File: config.mk
export PLATFORM = sky130hd
export DESIGN_NAME = case_folding_string_hash
export DESIGN_NICKNAME = d
export VERILOG_FILES = /design/src/sv/cshash_pkg.sv /design/src/sv/case_folding_string_hash.sv /design/src/sv/cshash_front.sv /design/src/sv/cshash_queue.sv /design/src/sv/cshash_back.sv
export SDC_FILE = /design/constraint.sdc
export NUM_CORES = 1
export LEC_CHECK = 0
export BUFFER_PORTS_ARGS = -buffer_cell sky130_fd_sc_hd__buf_2
export CAP_MARGIN = 5
export CORE_MARGIN = 2
export CORE_UTILIZATION = 55
export DETAILED_ROUTE_END_ITERATION = 7
export PLACE_DENSITY = 0.82
export SKIP_CTS_REPAIR_TIMING = 1
export SLEW_MARGIN = 30
export SYNTH_ARGS = -nofsm -noshare
export SYNTH_HDL_FRONTEND = slang
export SYNTH_HIERARCHICAL = 1
export SYNTH_SLANG_ARGS = --single-unit
export TNS_END_PERCENT = 50
File: constraint.sdc
create_clock -name clock -period 17.35 [get_ports clock]
set_clock_uncertainty 0.15 [all_clocks]
set_input_delay 3.47 -clock clock [delete_from_list [all_inputs] [get_ports clock]]
set_output_delay 3.47 -clock clock [all_outputs]
set_load 0.01 [all_outputs]
File: src/sv/cshash_pkg.sv
// ----------------------------------------------------------------------------
// cshash_pkg
// Shared types, constants and helper functions for the case-folding string
// hash block.
// ----------------------------------------------------------------------------
package cshash_pkg;

   localparam logic [31:0] DEFAULT_SEED = 32'h7FED_7FED;
   localparam logic [31:0] SHIFT_INIT   = 32'hEEEE_EEEE;

   // Depth of the queue between the front and back stages
   localparam int unsigned QUEUE_DEPTH = 2;

   // Configuration register map (index = word address)
   localparam int unsigned CSR_ADDR_W = 3;
   localparam logic        REG_START_SEED = 1'b0;
   localparam logic        REG_KEEP_CASE  = 1'b1;

   // Work item handed from front to back
   typedef struct packed {
      logic        start;   // first item of a string
      logic        last;    // last item of a string
      logic        empty;   // item carries no byte
      logic [7:0]  code;    // byte, folded unless case is kept
      logic [31:0] diff;    // tab[hi nibble] - tab[lo nibble]
   } entry_type;

   function automatic logic [31:0] nibble_word(input logic [3:0] idx);
      logic [31:0] w;
      case (idx)
         4'h0:    w = 32'h486E_26EE;
         4'h1:    w = 32'hDCAA_16B3;
         4'h2:    w = 32'hE191_8EEF;
         4'h3:    w = 32'h202D_AFDB;
         4'h4:    w = 32'h341C_7DC7;
         4'h5:    w = 32'h1C36_5303;
         4'h6:    w = 32'h40EF_2D37;
         4'h7:    w = 32'h65FD_5E49;
         4'h8:    w = 32'hD605_7177;
         4'h9:    w = 32'h904E_CE93;
         4'hA:    w = 32'h1C38_024F;
         4'hB:    w = 32'h98FD_323B;
         4'hC:    w = 32'hE306_1AE7;
         4'hD:    w = 32'hA39B_0FA1;
         4'hE:    w = 32'h9797_F25F;
         default: w = 32'hE444_4563;
      endcase
      return w;
   endfunction

   // Slash to backslash, lower case to upper case; everything else as is
   function automatic logic [7:0] fold_byte(input logic [7:0] b);
      logic [7:0] r;
      r = b;
      if (b == 8'h2F) begin
         r = 8'h5C;
      end else if (b >= 8'h61 && b <= 8'h7A) begin
         r = b - 8'h20;
      end
      return r;
   endfunction

endpackage

File: src/sv/case_folding_string_hash.sv
// ----------------------------------------------------------------------------
// case_folding_string_hash
// Case-folding string hash, one byte per transfer, with an APB register port.
// ----------------------------------------------------------------------------
// Takes one byte per cycle while the queue has room. The front stage folds the
// byte and looks up the nibble words, a two-entry queue follows, and the back
// stage does the hash and shift update; the result register holds the final
// hash, written when the last item of its string leaves the queue. Back pressure
// on the result side stalls only the last item of the next string; bytes keep
// flowing into the queue meanwhile, until it is full.
module case_folding_string_hash #(
   parameter int unsigned QUEUE_DEPTH = cshash_pkg::QUEUE_DEPTH
) (
   input  logic                              clock,
   input  logic                              reset,
   // input stream
   input  logic                              req_tvalid,
   output logic                              req_tready,
   input  logic [7:0]                        req_tdata,   // [7:0] char_byte
   input  logic                              req_tlast,   // end_of_string
   input  logic                              req_tuser,   // [0] no_char
   // result stream
   output logic                              rsp_tvalid,
   input  logic                              rsp_tready,
   output logic [31:0]                       rsp_tdata,   // [31:0] hash_value
   // register port
   input  logic                              csr_psel,
   input  logic                              csr_penable,
   input  logic                              csr_pwrite,
   input  logic [cshash_pkg::CSR_ADDR_W-1:0] csr_paddr,
   input  logic [31:0]                       csr_pwdata,
   output logic [31:0]                       csr_prdata,
   output logic                              csr_pready
);

   logic                  start_seed_ff, keep_case_ff;
   logic [31:0]           seed_ff, seed_in;
   logic                  keep_in;
   logic                  csr_wr;
   logic                  reg_sel;
   cshash_pkg::entry_type fe_entry;
   cshash_pkg::entry_type q_entry;
   logic                  q_valid, q_ready;

   // ---- registers
   assign csr_pready = 1'b1;
   assign csr_wr     = csr_psel && csr_penable && csr_pwrite && csr_pready;
   assign reg_sel    = csr_paddr[2];

   always_comb begin
      seed_in = seed_ff;
      keep_in = keep_case_ff;
      if (csr_wr) begin
         case (reg_sel)
            cshash_pkg::REG_START_SEED: seed_in = csr_pwdata;
            cshash_pkg::REG_KEEP_CASE:  keep_in = csr_pwdata[0];
            default:                    seed_in = seed_ff;
         endcase
      end
   end

   always_comb begin
      case (reg_sel)
         cshash_pkg::REG_START_SEED: csr_prdata = seed_ff;
         cshash_pkg::REG_KEEP_CASE:  csr_prdata = {31'd0, keep_case_ff};
         default:                    csr_prdata = '0;
      endcase
   end

   always_ff @(posedge clock) begin
      if (reset) begin
         seed_ff       <= '0;
         keep_case_ff  <= 1'b0;
         start_seed_ff <= 1'b0;
      end else begin
         seed_ff       <= seed_in;
         keep_case_ff  <= keep_in;
         start_seed_ff <= (seed_in != '0);
      end
   end

   // ---- datapath
   cshash_front u_front (
      .clock         (clock),
      .reset         (reset),
      .keep_case     (keep_case_ff),
      .in_valid      (req_tvalid),
      .in_ready      (req_tready),
      .char_byte     (req_tdata),
      .end_of_string (req_tlast),
      .no_char       (req_tuser),
      .entry         (fe_entry)
   );

   cshash_queue #(
      .WIDTH ($bits(cshash_pkg::entry_type)),
      .DEPTH (QUEUE_DEPTH)
   ) u_queue (
      .clock    (clock),
      .reset    (reset),
      .wr_valid (req_tvalid),
      .wr_ready (req_tready),
      .wr_data  (fe_entry),
      .rd_valid (q_valid),
      .rd_ready (q_ready),
      .rd_data  (q_entry)
   );

   // Zero seed is mapped to the default inside the back stage
   cshash_back u_back (
      .clock      (clock),
      .reset      (reset),
      .start_seed (start_seed_ff ? seed_ff : 32'd0),
      .q_valid    (q_valid),
      .q_ready    (q_ready),
      .q_entry    (q_entry),
      .out_valid  (rsp_tvalid),
      .out_ready  (rsp_tready),
      .out_hash   (rsp_tdata)
   );

endmodule

File: src/sv/cshash_front.sv
// ----------------------------------------------------------------------------
// cshash_front
// Accepts input items, folds the byte unless case is kept, looks up both nibble
// words and marks the start of each string before the item enters the queue.
// ----------------------------------------------------------------------------
module cshash_front (
   input  logic                  clock,
   input  logic                  reset,
   input  logic                  keep_case,
   input  logic                  in_valid,
   input  logic                  in_ready,
   input  logic [7:0]            char_byte,
   input  logic                  end_of_string,
   input  logic                  no_char,
   output cshash_pkg::entry_type entry
);

   logic       at_start_ff;
   logic       at_start_in;
   logic [7:0] code;

   assign at_start_in = (in_valid && in_ready) ? end_of_string : at_start_ff;

   always_ff @(posedge clock) begin
      if (reset) begin
         at_start_ff <= 1'b1;
      end else begin
         at_start_ff <= at_start_in;
      end
   end

   assign code = keep_case ? char_byte : cshash_pkg::fold_byte(char_byte);

   always_comb begin
      entry.start = at_start_ff;
      entry.last  = end_of_string;
      entry.empty = no_char;
      entry.code  = code;
      entry.diff  = cshash_pkg::nibble_word(code[7:4]) - cshash_pkg::nibble_word(code[3:0]);
   end

endmodule

File: src/sv/cshash_queue.sv
// ----------------------------------------------------------------------------
// cshash_queue
// Small register queue that decouples the front and back stages.
// ----------------------------------------------------------------------------
module cshash_queue #(
   parameter int unsigned WIDTH = 1,
   parameter int unsigned DEPTH = cshash_pkg::QUEUE_DEPTH
) (
   input  logic             clock,
   input  logic             reset,
   input  logic             wr_valid,
   output logic             wr_ready,
   input  logic [WIDTH-1:0] wr_data,
   output logic             rd_valid,
   input  logic             rd_ready,
   output logic [WIDTH-1:0] rd_data
);

   localparam int unsigned PTR_W = (DEPTH > 1) ? $clog2(DEPTH) : 1;
   localparam int unsigned CNT_W = $clog2(DEPTH + 1);

   logic [WIDTH-1:0] slot_ff [DEPTH];
   logic [PTR_W-1:0] wr_ptr_ff, wr_ptr_in;
   logic [PTR_W-1:0] rd_ptr_ff, rd_ptr_in;
   logic [CNT_W-1:0] count_ff, count_in;
   logic             push, pop;

   assign wr_ready = (count_ff != CNT_W'(DEPTH));
   assign rd_valid = (count_ff != '0);
   assign rd_data  = slot_ff[rd_ptr_ff];
   assign push     = wr_valid && wr_ready;
   assign pop      = rd_valid && rd_ready;

   always_comb begin
      wr_ptr_in = wr_ptr_ff;
      rd_ptr_in = rd_ptr_ff;
      count_in  = count_ff;
      if (push) begin
         wr_ptr_in = (wr_ptr_ff == PTR_W'(DEPTH - 1)) ? '0 : wr_ptr_ff + 1'b1;
      end
      if (pop) begin
         rd_ptr_in = (rd_ptr_ff == PTR_W'(DEPTH - 1)) ? '0 : rd_ptr_ff + 1'b1;
      end
      if (push && !pop) begin
         count_in = count_ff + 1'b1;
      end else if (pop && !push) begin
         count_in = count_ff - 1'b1;
      end
   end

   always_ff @(posedge clock) begin
      if (reset) begin
         wr_ptr_ff <= '0;
         rd_ptr_ff <= '0;
         count_ff  <= '0;
      end else begin
         wr_ptr_ff <= wr_ptr_in;
         rd_ptr_ff <= rd_ptr_in;
         count_ff  <= count_in;
      end
   end

   always_ff @(posedge clock) begin
      if (push) begin
         slot_ff[wr_ptr_ff] <= wr_data;
      end
   end

endmodule

File: src/sv/cshash_back.sv
// ----------------------------------------------------------------------------
// cshash_back
// Runs the hash and shift recurrence on queued items and holds the final
// hash in an output register until it is taken.
// ----------------------------------------------------------------------------
module cshash_back (
   input  logic                  clock,
   input  logic                  reset,
   input  logic [31:0]           start_seed,
   input  logic                  q_valid,
   output logic                  q_ready,
   input  cshash_pkg::entry_type q_entry,
   output logic                  out_valid,
   input  logic                  out_ready,
   output logic [31:0]           out_hash
);

   logic [31:0] hash_ff, hash_in;
   logic [31:0] shift_ff, shift_in;
   logic        out_valid_ff, out_valid_in;
   logic [31:0] out_hash_ff, out_hash_in;
   logic [31:0] hash_cur, shift_cur, seed;
   logic [31:0] hash_new;
   logic        pop;

   // A last item needs the output register free (or freeing this cycle)
   assign q_ready = !q_entry.last || !out_valid_ff || out_ready;
   assign pop     = q_valid && q_ready;

   assign seed      = (start_seed != '0) ? start_seed : cshash_pkg::DEFAULT_SEED;
   assign hash_cur  = q_entry.start ? seed : hash_ff;
   assign shift_cur = q_entry.start ? cshash_pkg::SHIFT_INIT : shift_ff;
   assign hash_new  = q_entry.diff ^ (shift_cur + hash_cur);

   always_comb begin
      hash_in      = hash_ff;
      shift_in     = shift_ff;
      out_valid_in = out_ready ? 1'b0 : out_valid_ff;
      out_hash_in  = out_hash_ff;
      if (pop) begin
         if (q_entry.empty) begin
            hash_in  = hash_cur;
            shift_in = shift_cur;
         end else begin
            hash_in  = hash_new;
            // 33 * shift as shift * 32 + shift
            shift_in = {24'd0, q_entry.code} + hash_new + {shift_cur[26:0], 5'd0}
                       + shift_cur + 32'd3;
         end
         if (q_entry.last) begin
            out_valid_in = 1'b1;
            out_hash_in  = (hash_in != '0) ? hash_in : 32'd1;
         end
      end
   end

   always_ff @(posedge clock) begin
      if (reset) begin
         hash_ff      <= '0;
         shift_ff     <= cshash_pkg::SHIFT_INIT;
         out_valid_ff <= 1'b0;
      end else begin
         hash_ff      <= hash_in;
         shift_ff     <= shift_in;
         out_valid_ff <= out_valid_in;
      end
   end

   always_ff @(posedge clock) begin
      out_hash_ff <= out_hash_in;
   end

   assign out_valid = out_valid_ff;
   assign out_hash  = out_hash_ff;

endmodule

# [Yosys cells after proc, flatten, opt, wreduce, memory -nomap -nowiden]
# Memories as Yosys holds them, arrays and structs flattened. A register that Yosys moved wholly into a read port is not among the register bits.
# Index checks and enable logic that the tools add are counted.
[word_totals] n_memories=3 ramBits=86 reg_bits=136 word_cells=75 romBits=1024 out_inout_bits=67 in_bits=52
[op_classes] eq_ne=2 magnitude_cmp=2 n_bitwise=2 addsub=11 mux=24 n_reduce_logical=20
[memory_table] name="(name not given)" depth=16 word_bits=32 rd=1 rd_clocked_by_memory_dff=0 write_ports=0 line_no="cshash_pkg.sv:30" source="case (idx)"
[memory_table] name="(name not given)" depth=16 word_bits=32 rd=1 rd_clocked_by_memory_dff=0 write_ports=0 line_no="cshash_pkg.sv:30"
[memory_table] name="u_queue.slot_ff" depth=2 word_bits=43 rd=1 rd_clocked_by_memory_dff=1 write_ports=1 line_no="cshash_queue.sv:22" source="logic [WIDTH-1:0] slot_ff [DEPTH];"
[ops] cell="$mux 32" n=9
[ops] cell="$add 32x32->32" n=3
[ops] cell="$reduce_bool 32->1" n=3
[ops] cell="$pmux 32 s2" n=1
[ops] cell="$add 32x2->32 const B" n=1
[ops] cell="$add 8x32->32" n=1
[ops] cell="$sub 32x32->32" n=1
[ops] cell="$xor 32x32->32" n=1
[ops] cell="$mux 8" n=3
[ops] cell="$mux 1" n=9
[ops] cell="$eq 8x6->1 const B" n=1
[ops] cell="$ge 8x7->1 const B" n=1
[ops] cell="$le 8x7->1 const B" n=1
[ops] cell="$sub 8x6->8 const B" n=1
[ops] cell="$logic_and 1x1->1" n=7
[ops] cell="$logic_not 1->1" n=4
[ops] cell="$mux 2" n=2
[ops] cell="$reduce_and 2->1" n=2
[ops] cell="$reduce_bool 2->1" n=2
[ops] cell="$add 1x1->1 const B" n=2
[ops] cell="$add 2x1->2 const B" n=1
[ops] cell="$logic_or 1x1->1" n=2
[ops] cell="$ne 2x2->1 const B" n=1
[ops] cell="$sub 2x1->2 const B" n=1
[ops] cell="$not 1->1" n=1

# [Depth between registers and ports, before layout]
[depth] ltp_word=11 depth_mapped=36 depth_no_buf=31

# [By module]
# The synthesis kept the hierarchy.
[modules_own_cells] mod="cshash_back" seq_area_each_um2=2262.2 cells_each=1076 area_each_um2=9215.1 n_inst=1
[modules_own_cells] mod="cshash_queue" seq_area_each_um2=2682.6 cells_each=158 area_each_um2=3324.4 n_inst=1
[modules_own_cells] mod="cshash_front" seq_area_each_um2=20.0 cells_each=497 area_each_um2=3228.1 n_inst=1
[modules_own_cells] mod="case_folding_string_hash" seq_area_each_um2=680.7 cells_each=246 area_each_um2=1815.5 n_inst=1

# [Least setup slack after synthesis]
# Ideal clock, no wire load.
[synth_timing] path_kind="flip-flop to flip-flop" start="reg with a tool-made name" end="reg u_back.shift_ff[31]" required_ns=17.054 path_stages_with_launch=36 setup_ns=0.146 path_slack_ns=9.388 synth_period_minus_slack_ns=7.962 t_arrival_ns=7.666 path_buffers=9 path_cell_list="dfxtp_1 -> buf_2 -> buf_4 -> mux2_2 -> buf_2 -> buf_1 -> clkbuf_1 -> buf_1 -> clkbuf_1 -> clkbuf_1 -> clkbuf_1 -> nor2b_1 -> ha_1 -> inv_1 -> or3_1 -> o32ai_1 -> o22ai_1 -> nor3_4 -> a21oi_1 -> xnor2_1 -> fa_1 -> inv_1 -> ha_1 -> ha_1 -> o21ai_0 -> a21oi_1 -> a21oi_1 -> a211oi_1 -> o2111ai_1 -> a31oi_1 -> a41oi_1 -> a2111o_1 -> a31oi_1 -> xnor2_1 -> xnor2_1 -> a22oi_1"
[synth_lines] item="to (signal assigned)" line_no="cshash_back.sv:60" source="shift_ff <= cshash_pkg::SHIFT_INIT;"
[synth_lines] item="to (signal assigned)" line_no="cshash_back.sv:64" source="shift_ff <= shift_in;"
[synth_lines] item="to (decl)" line_no="cshash_back.sv:19" source="logic [31:0] shift_ff, shift_in;"

==> results.yml <==
logic_synthesis:
  synth_top_area_share: 0.202
  synth_edf_count: 118
  syn-instance-count: 1977
  yosysTopAreaCell: "edfxtp_1"
  async_flop_share: 0
  synth_nets: 2207
  ys_seq_area_frac: 0.321
  ys_warn_count: 6
  synthTopCellsByArea: "edfxtp_1, dfxtp_1, ha_1"
  ys_top_cells_by_count: "nand2_1, a21oi_1, nor2_1"
  synth.distinct_cells: 99
  avgSynthCellArea_um2: 8.89
  synth_seq_cells: 223
  synthesis.area_um2: 17600
  yosys.cell_count.top_type: "nand2_1"
  dominantRegCellSynth: "edfxtp_1"
clock_network:
  cts_buffers: 23
  clock-sinks: 223
  cts_tree: "done"
  clk_pin_slew_worst_paths_ps: 60
  htree_levels: 1
  root_buffer: "clkbuf_16"
  clkLatencyLatePin_ps: 530
  cts_max_path_buffers: 3
layout:
  final_util: 0.602
  final_net_count: 2265
  antenna_cells: 0
  area_growth_pct: 8.07
  final_layout_size_suffix_gt1_frac: 0.147
timing:
  finalCritPeriodShare: 0.506
  finalHoldViolCount: 0
  maxSlewHeadroom: 0.411
  whs_ps: 303
  grt_setup_unrepaired: "false"
  tightest_slew_ps: 884
  fmax_mhz: 114
  fin_crit_ps: 8780
  final_max_slew_viol_count: 0
  final.setup.tns_ps: 0
  setup-violations-final: 0
setup_path:
  crit_fanout: 47
  crit_required_ps: 17600
  cp_slowest_stage_delay_ps: 690
  end_kind: "flop"
  critPathSlowestCell: "mux2_2"
  crit_path_start_kind: "flop"
  crit_type: "flop to flop"
  cp.arrival_ps: 9030
  crit_top_cell: "o21ai_0"
route:
  routedWlPerCell_um: 19.2
  ant_nets: 0
  drt-total-wl_um: 47200
  drt_iter0_drc: 1262
  drc_errors: 0
  vias_per_cell: 6.04
  drtPass1Iterations: 6
  via_count: 14800
global_route:
  antenna_found_initial: 0
  grt_pass1_vias: 13900
  grt_pass1_wl_um: 73500
  grt_overflow: 0
  grt.total_usage: 0.273
  grt_max_degree: 100
floorplanning:
  initial_utilization: 0.557
  dieHeight_um: 183
  die_area_um2: 33400
  die_width_um: 183
  ioPinCount: 119
  core_um2: 31600
  rows: 65
flow_run:
  cap_violations: 0
outcome:
  run_status: "finished, final reports clean"
placed_design:
  gp_congestion: 0.940
  detailed_place_hpwl_um: 35600
  portBuffers: 115
hold_path:
  hold_class: "flop to flop"
-- final timing paths --
check	to	slack [ps]	cells after the start	start
worst max-delay path	u_back/shift_ff[30]	8570	28	flop
worst min-delay path	u_queue/slot_ff[0][42]	300	0	u_front/at_start_ff
worst max register to register	u_back/shift_ff[30]	8570	28	flop
worst min register to register	u_queue/slot_ff[0][42]	300	0	u_front/at_start_ff
-- final cells by class --
type / instances / area (µm²)
Clock buffer: 29 / 598
Clock inverter: 13 / 103
Fill cell: 2687 / 12600
Inverter: 133 / 502
Multi-Input combinational cell: 1528 / 11000
Sequential cell: 223 / 5650
Tap cell: 402 / 503
Timing Repair Buffer: 126 / 664
-- sequential cells by signal (all words and copies together), names as in the netlist, named ones only --
signal,cells
u_front/at_start_ff,1
u_back/out_hash,32
keep_case_ff,1
u_queue/wr_ptr_ff,1
u_back/out_valid,1
u_queue/rd_ptr_ff,1
u_back/hash_ff,32
seed_ff,32
u_queue/slot_ff,86
u_queue/count_ff,2
u_back/shift_ff,32
start_seed_ff,1
-- per-layer routing --
layer / up-vias / share of wire / track usage
li1: 7131 / - / -
met1: 7065 / 0.43 / 0.363
met2: 540 / 0.47 / 0.467
met3: 94 / 0.061 / 0.0280
met4: 0 / 0.035 / 0.0941
met5: - / 0 / 0
-- placed cells by master (no fill, tap or decap), drive strengths merged, types with 12 or more instances in the layout --
cell type	n
nand3	30
nor4	22
a21oi	163
nor3	37
and2	41
nor2b	49
clkbuf	29
o211ai	17
o21a	16
or2	29
inv	134
nand2b	33
xnor2	88
a211oi	19
o22ai	34
ha	142
and3	13
a21o	36
o22a	12
nand4	15
fa	36
nor2	145
a31oi	20
o21bai	14
nand2	204
buf	126
xor2	48
o21ai	87
mux2	63
edfxtp	118
dfxtp	105
-- cell families after synthesis --
kind of cell               count (synthesis)  synth area share
adders and majority gates                179             0.143
and+or+nand+nor                          644             0.183
other                                      1          0.000213
xor gates and xnor gates                 136            0.0677
buffers and inverters                    226            0.0549
AOI/OAI and AO/OA                        494             0.183
muxes                                     74            0.0475
DFF                                      223             0.321
-- worst max-delay path: cells and delay by family (launching register included) --
kind | cells | cell delay (ps)
adder cells (fa/ha/maj) | 4 | 1540
AO/OA/AOI/OAI | 16 | 3970
flip-flops | 1 | 310
AND/OR/NAND/NOR | 1 | 90
buffers and inverters | 3 | 1050
XOR/XNOR | 2 | 360
multiplexers | 2 | 1150
-- stage by stage --
step,std cells,area (µm²),setup WS [ps]
floorplan,1977,17600,9390
global placement,2412,18300,8440
detailed placement,2412,18300,8370
CTS,2454,19000,8780
global route,2454,19000,8130
finish,2454,19000,8570
Power is left out: the tool's default activity adds up to more than one toggle a clock period on the data nets, which glitch-free logic cannot reach.
